## config.mk

```make
export PLATFORM = sky130hd
export DESIGN_NAME = month_calendar_grid_core
export DESIGN_NICKNAME = d
export VERILOG_FILES = /design/src/hdl/mcg_pkg.sv /design/src/hdl/mcg_date_front.sv /design/src/hdl/mcg_cell_seq.sv /design/src/hdl/month_calendar_grid_core.sv
export SDC_FILE = /design/constraint.sdc
export NUM_CORES = 1
export LEC_CHECK = 0
export ABC_AREA = 1
export BUFFER_PORTS_ARGS = -buffer_cell sky130_fd_sc_hd__buf_2
export CORE_MARGIN = 10
export CORE_UTILIZATION = 45
export DETAILED_ROUTE_END_ITERATION = 7
export SLEW_MARGIN = 10
export SYNTH_ARGS = -nofsm -noshare
export SYNTH_HDL_FRONTEND = slang
export SYNTH_SLANG_ARGS = --single-unit
```

## constraint.sdc

```tcl
create_clock -name clk -period 6.3 [get_ports clk]
set_input_delay 0.315 -clock clk [delete_from_list [all_inputs] [get_ports clk]]
set_output_delay 0.315 -clock clk [all_outputs]
set_load 0.1 [all_outputs]
```

## src/hdl/mcg_pkg.sv

```systemverilog
// Shared constants, types and month tables for the month calendar grid.
`default_nettype none
package mcg_pkg;

  localparam int GRID_ROWS = 6;
  localparam int WEEK_DAYS = 7;
  localparam int ROW_W     = $clog2(GRID_ROWS);

  // Field widths of the request and cell beats.
  localparam int MONTH_W = 4;
  localparam int YEAR_W  = 14;
  localparam int DAY_W   = 5;
  localparam int COL_W   = 3;
  localparam int ROWO_W  = 3;
  localparam int LEAD_W  = 3;

  localparam logic [MONTH_W-1:0] MONTH_JAN = 4'd1;
  localparam logic [MONTH_W-1:0] MONTH_FEB = 4'd2;
  localparam logic [MONTH_W-1:0] MONTH_DEC = 4'd12;
  localparam logic [YEAR_W-1:0]  YEAR_MAX  = 14'd9999;

  // y/100 as (y*5243)>>19, exact for 14-bit y
  localparam int DIV100_MUL   = 5243;
  localparam int DIV100_SHIFT = 19;
  // s/7 as (s*37450)>>18, exact for 10-bit s
  localparam int DIV7_MUL     = 37450;
  localparam int DIV7_SHIFT   = 18;

  localparam int Q100_W = 8;
  localparam int K_W    = 7;
  localparam int SUM_W  = 10;

  typedef struct packed {
    logic [LEAD_W-1:0] lead;
    logic [DAY_W-1:0]  ndays;
    logic              invalid;
  } mcg_desc_t;

  // floor(13*(m+1)/5), m being the shifted month (Jan=13, Feb=14)
  function automatic logic [5:0] month_term(input logic [MONTH_W-1:0] month);
    logic [5:0] t;
    case (month)
      4'd1:    t = 6'd36;
      4'd2:    t = 6'd39;
      4'd3:    t = 6'd10;
      4'd4:    t = 6'd13;
      4'd5:    t = 6'd15;
      4'd6:    t = 6'd18;
      4'd7:    t = 6'd20;
      4'd8:    t = 6'd23;
      4'd9:    t = 6'd26;
      4'd10:   t = 6'd28;
      4'd11:   t = 6'd31;
      4'd12:   t = 6'd33;
      default: t = 6'd0;
    endcase
    return t;
  endfunction

  function automatic logic [DAY_W-1:0] month_days(input logic [MONTH_W-1:0] month,
                                                   input logic leap);
    logic [DAY_W-1:0] d;
    case (month)
      4'd2:                 d = leap ? 5'd29 : 5'd28;
      4'd4, 4'd6, 4'd9, 4'd11: d = 5'd30;
      default:              d = 5'd31;
    endcase
    return d;
  endfunction

endpackage
`default_nettype wire

```

## src/hdl/mcg_date_front.sv

```systemverilog
// Request pipeline: range check, Zeller weekday of the 1st and month length.
`default_nettype none
module mcg_date_front (
  input  wire logic                          clk,
  input  wire logic                          rst,
  input  wire logic                          req_valid,
  output logic                               req_ready,
  input  wire logic [mcg_pkg::MONTH_W-1:0]   month_number,
  input  wire logic [mcg_pkg::YEAR_W-1:0]    year_number,
  output logic                               desc_valid,
  input  wire logic                          desc_ready,
  output mcg_pkg::mcg_desc_t                 desc
);
  import mcg_pkg::*;

  // stage 1: input register
  logic               s1_valid;
  logic [MONTH_W-1:0] s1_month;
  logic [YEAR_W-1:0]  s1_year;
  // stage 2: year split into century and year-of-century
  logic               s2_valid;
  logic [MONTH_W-1:0] s2_month;
  logic [Q100_W-1:0]  s2_q;
  logic [K_W-1:0]     s2_k;
  logic               s2_leap;
  logic               s2_invalid;
  // stage 3: congruence sum
  logic               s3_valid;
  logic [SUM_W-1:0]   s3_sum;
  logic [DAY_W-1:0]   s3_ndays;
  logic               s3_invalid;

  logic en1, en2, en3, en4;

  assign en4 = !desc_valid || desc_ready;
  assign en3 = !s3_valid || en4;
  assign en2 = !s2_valid || en3;
  assign en1 = !s1_valid || en2;
  assign req_ready = en1;

  // stage 2 logic
  logic [YEAR_W+12:0]  prod100;
  logic [Q100_W-1:0]   q0;
  logic [Q100_W+6:0]   hundreds;
  logic [YEAR_W-1:0]   rem100;
  logic [K_W-1:0]      k0;
  logic                bad;

  assign prod100  = (YEAR_W+13)'(s1_year) * (YEAR_W+13)'(DIV100_MUL);
  assign q0       = prod100[DIV100_SHIFT +: Q100_W];
  assign hundreds = (Q100_W+7)'(q0) * (Q100_W+7)'(100);
  assign rem100   = s1_year - hundreds[YEAR_W-1:0];
  assign k0       = rem100[K_W-1:0];
  assign bad      = (s1_month == '0) || (s1_month > MONTH_DEC) ||
                    (s1_year == '0) || (s1_year > YEAR_MAX);

  // stage 3 logic: Jan/Feb belong to the previous year
  logic             jan_feb;
  logic [K_W-1:0]   k_adj;
  logic [Q100_W-1:0] q_adj;
  logic [K_W-1:0]   j;
  logic [SUM_W-1:0] sum;

  assign jan_feb = (s2_month == MONTH_JAN) || (s2_month == MONTH_FEB);

  always_comb begin
    k_adj = s2_k;
    q_adj = s2_q;
    if (jan_feb) begin
      if (s2_k == '0) begin
        k_adj = K_W'(99);
        q_adj = s2_q - 1'b1;
      end else begin
        k_adj = s2_k - 1'b1;
      end
    end
  end

  assign j = q_adj[K_W-1:0];
  // -2J folded to +5J modulo 7
  assign sum = SUM_W'(1) + SUM_W'(month_term(s2_month)) + SUM_W'(k_adj) +
               SUM_W'(k_adj >> 2) + SUM_W'(j >> 2) +
               SUM_W'({j, 2'b00}) + SUM_W'(j);

  // stage 4 logic: sum mod 7, then Zeller (0=Sat) to Sunday-first lead blanks
  logic [SUM_W+15:0] prod7;
  logic [6:0]        q7;
  logic [SUM_W-1:0]  rem7;
  logic [LEAD_W-1:0] zday;
  logic [LEAD_W-1:0] lead;

  assign prod7 = (SUM_W+16)'(s3_sum) * (SUM_W+16)'(DIV7_MUL);
  assign q7    = prod7[DIV7_SHIFT +: 7];
  assign rem7  = s3_sum - SUM_W'({q7, 3'b000} - {1'b0, q7});
  assign zday  = rem7[LEAD_W-1:0];
  assign lead  = (zday == '0) ? LEAD_W'(6) : zday - 1'b1;

  always_ff @(posedge clk) begin
    if (rst) begin
      s1_valid   <= 1'b0;
      s2_valid   <= 1'b0;
      s3_valid   <= 1'b0;
      desc_valid <= 1'b0;
    end else begin
      if (en1) s1_valid <= req_valid;
      if (en2) s2_valid <= s1_valid;
      if (en3) s3_valid <= s2_valid;
      if (en4) desc_valid <= s3_valid;
    end
    if (en1) begin
      s1_month <= month_number;
      s1_year  <= year_number;
    end
    if (en2) begin
      s2_month   <= s1_month;
      s2_q       <= q0;
      s2_k       <= k0;
      s2_leap    <= (s1_year[1:0] == 2'b00) && ((k0 != '0) || (q0[1:0] == 2'b00));
      s2_invalid <= bad;
    end
    if (en3) begin
      s3_sum     <= sum;
      s3_ndays   <= month_days(s2_month, s2_leap);
      s3_invalid <= s2_invalid;
    end
    if (en4) begin
      desc.lead    <= lead;
      desc.ndays   <= s3_ndays;
      desc.invalid <= s3_invalid;
    end
  end

  a_lead_range: assert property (@(posedge clk) disable iff (rst)
    desc_valid |-> desc.lead <= LEAD_W'(6))
    else $error("lead blank count above six");

  a_ndays_range: assert property (@(posedge clk) disable iff (rst)
    desc_valid && !desc.invalid |-> desc.ndays >= DAY_W'(28))
    else $error("month length below 28");

  a_stall_hold: assert property (@(posedge clk) disable iff (rst)
    desc_valid && !desc_ready |=> desc_valid && $stable(desc))
    else $error("descriptor changed while stalled");

endmodule
`default_nettype wire

```

## src/hdl/mcg_cell_seq.sv

```systemverilog
// Cell sequencer: walks the grid one cell per beat into the output register.
`default_nettype none
module mcg_cell_seq (
  input  wire logic                        clk,
  input  wire logic                        rst,
  input  wire logic                        desc_valid,
  output logic                             desc_ready,
  input  wire mcg_pkg::mcg_desc_t          desc,
  output logic                             cell_valid,
  input  wire logic                        cell_ready,
  output logic [mcg_pkg::DAY_W-1:0]        day_of_month,
  output logic [mcg_pkg::COL_W-1:0]        weekday_column,
  output logic [mcg_pkg::ROWO_W-1:0]       grid_row,
  output logic                             last_cell,
  output logic                             invalid_request
);
  import mcg_pkg::*;

  logic              busy;
  mcg_desc_t         cur;
  logic [ROW_W-1:0]  row;
  logic [COL_W-1:0]  col;
  logic [DAY_W:0]    date;

  logic out_free, adv, finish, take, in_month;
  logic [ROWO_W:0]   row_ext;

  assign out_free   = !cell_valid || cell_ready;
  assign adv        = busy && out_free;
  assign finish     = cur.invalid ||
                      ((row == ROW_W'(GRID_ROWS-1)) && (col == COL_W'(WEEK_DAYS-1)));
  assign desc_ready = !busy || (adv && finish);
  assign take       = desc_valid && desc_ready;
  assign in_month   = ((row != '0) || (col >= cur.lead)) &&
                      (date <= (DAY_W+1)'(cur.ndays));
  assign row_ext    = (ROWO_W+1)'(row);

  always_ff @(posedge clk) begin
    if (rst) begin
      busy       <= 1'b0;
      cell_valid <= 1'b0;
    end else begin
      if (out_free) cell_valid <= busy;
      if (take) busy <= 1'b1;
      else if (adv && finish) busy <= 1'b0;
    end
    if (adv) begin
      day_of_month    <= (in_month && !cur.invalid) ? date[DAY_W-1:0] : '0;
      weekday_column  <= cur.invalid ? '0 : col;
      grid_row        <= cur.invalid ? '0 : row_ext[ROWO_W-1:0];
      last_cell       <= finish;
      invalid_request <= cur.invalid;
    end
    if (take) begin
      cur  <= desc;
      row  <= '0;
      col  <= '0;
      date <= (DAY_W+1)'(1);
    end else if (adv) begin
      if (in_month) date <= date + 1'b1;
      if (col == COL_W'(WEEK_DAYS-1)) begin
        col <= '0;
        row <= row + 1'b1;
      end else begin
        col <= col + 1'b1;
      end
    end
  end

  a_invalid_single: assert property (@(posedge clk) disable iff (rst)
    cell_valid && invalid_request |-> last_cell && (day_of_month == '0))
    else $error("invalid beat not a single blank final cell");

  a_col_range: assert property (@(posedge clk) disable iff (rst)
    cell_valid |-> weekday_column <= COL_W'(WEEK_DAYS-1))
    else $error("column out of range");

  a_last_at_end: assert property (@(posedge clk) disable iff (rst)
    cell_valid && last_cell && !invalid_request |->
      weekday_column == COL_W'(WEEK_DAYS-1))
    else $error("final cell not in the Saturday column");

endmodule
`default_nettype wire

```

## src/hdl/month_calendar_grid_core.sv

```systemverilog
// Month calendar grid: one request beat (month, year) yields a month grid of cell beats.
//
// Request channel: req_valid/req_ready with month_number and year_number.
// Cell channel: cell_valid/cell_ready with day_of_month, weekday_column,
// grid_row, last_cell and invalid_request, one beat per grid cell in
// row-major order, Sunday first; blank cells carry day 0.
// A valid request gives GRID_ROWS*7 = 42 cell beats, last_cell on the final
// one. A month outside 1..12 or a year outside 1..9999 gives one beat with
// invalid_request and last_cell set.
// The first cell follows the request through the input register, three
// pipeline registers for the weekday and month length, the sequencer's
// descriptor register, then the cell register.
// The cell sequencer emits one cell per cycle on the result port while
// cell_ready is high, and takes the next descriptor as it emits the final cell.
// Up to four further requests queue in the front pipeline while a grid is
// being emitted. When the receiver stalls, the cell register holds and the
// pipeline fills, then req_ready drops. Synchronous reset empties all stages.
`default_nettype none
module month_calendar_grid_core (
  input  wire logic                        clk,
  input  wire logic                        rst,
  input  wire logic                        req_valid,
  output logic                             req_ready,
  input  wire logic [mcg_pkg::MONTH_W-1:0] month_number,
  input  wire logic [mcg_pkg::YEAR_W-1:0]  year_number,
  output logic                             cell_valid,
  input  wire logic                        cell_ready,
  output logic [mcg_pkg::DAY_W-1:0]        day_of_month,
  output logic [mcg_pkg::COL_W-1:0]        weekday_column,
  output logic [mcg_pkg::ROWO_W-1:0]       grid_row,
  output logic                             last_cell,
  output logic                             invalid_request
);
  import mcg_pkg::*;

  logic      desc_valid;
  logic      desc_ready;
  mcg_desc_t desc;

  mcg_date_front u_front (
    .clk          (clk),
    .rst          (rst),
    .req_valid    (req_valid),
    .req_ready    (req_ready),
    .month_number (month_number),
    .year_number  (year_number),
    .desc_valid   (desc_valid),
    .desc_ready   (desc_ready),
    .desc         (desc)
  );

  mcg_cell_seq u_seq (
    .clk             (clk),
    .rst             (rst),
    .desc_valid      (desc_valid),
    .desc_ready      (desc_ready),
    .desc            (desc),
    .cell_valid      (cell_valid),
    .cell_ready      (cell_ready),
    .day_of_month    (day_of_month),
    .weekday_column  (weekday_column),
    .grid_row        (grid_row),
    .last_cell       (last_cell),
    .invalid_request (invalid_request)
  );

endmodule
`default_nettype wire
```

==> impl_metrics.json <==
{
  "synthesis.area_per_instance_um2": 9.964,
  "tns_ps": 0,
  "synth_cells": 1019,
  "tritoncts": "done",
  "dp.final_hpwl_mm": 17.12,
  "post-place-ws_ps": 210.5,
  "placed_area_um2": 10690,
  "htreeDepth": 3,
  "crit_type": "register to register",
  "route.final.wire_length_mm": 20.12,
  "cts_inserted_buffers": 9,
  "timing.final.crit_period_ps": 5884,
  "path_delay_family": "adder cells",
  "ys_dominant_reg_cell": "edfxtp_1",
  "max_clk_rate_mhz": 170.0,
  "postSynthRegisterBits": 100,
  "timing.final.crit_share": 0.9339,
  "worst_hold_path_type": "primary input to register",
  "antenna-diode-count": 0,
  "netlist_area_um2": 10150,
  "worstPathArrival_ps": 6000,
  "die-area_um2": 28970,
  "cts_root_buf": "clkbuf_16",
  "crit_path_max_incr_delay_ps": 540,
  "detail_route.vias_per_cell": 4.853,
  "slowest_stage_cell_crit_path": "edfxtp_1",
  "crit_path_frequent_cell": "inv_1",
  "layout-drive-gt1-share": 0.1038,
  "drt_antenna_net_count": 0,
  "crit_path_max_fanout": 6,
  "endpoint_kind": "register",
  "slew-limit-headroom": 0.5463,
  "stdcell_area_um2": 11220,
  "max-cap-violations": 0,
  "synth_enable_flop_cells": 76,
  "synth_sequential_area_ratio": 0.2721,
  "yosysMostFrequentCell": "inv_1",
  "final_hold_violation_count": 0,
  "cp.required_ps": 6420,
  "synth.distinct_cells": 45,
  "final_critical_path_setup_slack_ps": 416.5,
  "synthDominantAreaCellType": "ha_1",
  "rsz0062_at_grt": "no",
  "design.portCount": 37,
  "worst_skew_pair.late_latency_ps": 360,
  "drt_pass1_iterations": 5,
  "synthToLayoutAreaGrowth_pct": 10.54,
  "status": "finished clean",
  "clkSinkCount": 100,
  "via_count_of_the_first_global_routing_pass": 6921,
  "report.final.setup_viol": 0,
  "leading_cell_types_by_total_area_after_synthesis": "ha_1, edfxtp_1, fa_1, inv_1, dfxtp_1",
  "synth.top_cells.by_count": "inv_1, ha_1, fa_1",
  "post_drt_wl_per_cell_um": 14.60,
  "yosys.area.top_type_share": 0.2428,
  "grt_first_pass_wirelength_mm": 34.36,
  "critPathLaunchType": "register",
  "asyncSetResetFlopFracSynth": 0,
  "synth.net_count": 1336,
  "gp_routability_congestion": 0.9019,
  "num_rows": 54,
  "regToRegStartpoint": "u_front.s1_year[6]",
  "final-max-slew-violation-count": 0,
  "path_buf_inv": 8,
  "globalRoute.totalOverflow": 0,
  "fin_worst_skew_ps": 14.43,
  "global_route.usage.total": 0.1476,
  "grt_antenna_before_repair": 0,
  "floorplan.initialDensity": 0.4610,
  "pin_count_of_the_biggest_net_entering_global_routing": 22,
  "clkSlewWorstSetupHoldPaths_ps": 90,
  "worstHoldStart": "year_number[5]",
  "tightest_slew_ps": 679.8,
  "core_region_area_um2": 22030,
  "maximum_count_of_clock_buffers_along_a_single_path": 2,
  "die_height_um": 170.2,
  "critical_path.startpoint": "u_front.s1_year[6]",
  "dr_total_vias": 6688,
  "finish.net_count": 1410,
  "remaining_drc_errors": 0,
  "synth-warning-count": 0,
  "die_w_um": 170.2,
  "numPortBuffers": 36,
  "drt_iter0_markers": 288
}
==> registers in the layout (all words and copies together), names as in the netlist, 2 cells and up, named ones only <==
register and count:
u_front.s1_year 14, u_seq.date 6, u_front.s1_month 4, u_front.s3_ndays 2
u_seq.row 3, u_front.s3_sum 10, u_front.desc 6, u_front.s2_q 7
u_front.s2_month 4, u_front.s2_k 7, u_seq.cur 6, u_seq.day_of_month 5
u_seq.grid_row 3, u_seq.weekday_column 3, u_seq.col 3
==> timing repair <==
action	4_1_cts	5_1_grt
setup endpoints to repair	0	2
buffers inserted	0	26
hold buffers	0	0
resized for setup	0	6
==> worst reg2reg max path, delay by kind of cell (launching register included) <==
kind / cells / cell delay [ps]
and+or+nand+nor: 9 / 690
buffers and inverters: 8 / 630
xor gates and xnor gates: 1 / 210
AOI/OAI and AO/OA: 3 / 420
DFF: 1 / 540
adders and majority gates: 8 / 3150
==> layer usage <==
metal	wire [um]	global-route usage
met4	212	0.03242
met1	9679	0.1922
met3	632	0.02707
met2	9592	0.2503
met5	0	0
==> logic make-up after synthesis <==
| kind of cell | synth area share |
|---|---|
| AO/OA/AOI/OAI | 0.06359 |
| XOR/XNOR | 0.03105 |
| adder cells (fa/ha/maj) | 0.4360 |
| buffers and inverters | 0.09871 |
| flip-flops | 0.2721 |
| AND/OR/NAND/NOR | 0.09858 |
==> metrics by stage <==
step                        util  std cells  hold slack [ps]
final                     0.5095       1378            123.1
after global routing      0.5095       1378            109.5
after floorplan                -       1019            384.1
after global placement    0.4854       1336            403.3
after CTS                 0.4999       1352            104.9
after detailed placement  0.4854       1336            405.7
==> final timing paths <==
kind                                           end  slack [ps]  depth (start not counted)
worst min-delay path            u_front.s1_year[5]         120                          1
worst max-delay path               u_front.s2_leap         420                         29
worst max register to register     u_front.s2_leap         420                         29
worst min register to register        u_seq.cur[8]         420                          0
==> final cells by class <==
class | count | area [um2]
Fill cell | 2003 | 10800
Sequential cell | 100 | 2763
Tap cell | 280 | 350.3
Inverter | 267 | 1005
Clock buffer | 9 | 225.2
Clock inverter | 7 | 93.84
Timing Repair Buffer | 63 | 382.9
Multi-Input combinational cell | 652 | 6404
==> placed cells by master (no fill, tap or decap), types with 10 or more instances in the layout <==
| master | count |
|---|---|
| nor3_1 | 12 |
| xnor2_1 | 11 |
| ha_1 | 197 |
| xor2_1 | 24 |
| o21ai_0 | 22 |
| nor2_1 | 47 |
| dfxtp_1 | 24 |
| edfxtp_1 | 76 |
| buf_2 | 36 |
| nand2_1 | 94 |
| nand3_1 | 31 |
| inv_2 | 10 |
| fa_1 | 98 |
| inv_1 | 256 |
| a21oi_1 | 49 |
| buf_4 | 27 |
Power is left out: the tool's default activity adds up to more than one toggle a clock period on the data nets, which glitch-free logic cannot reach.
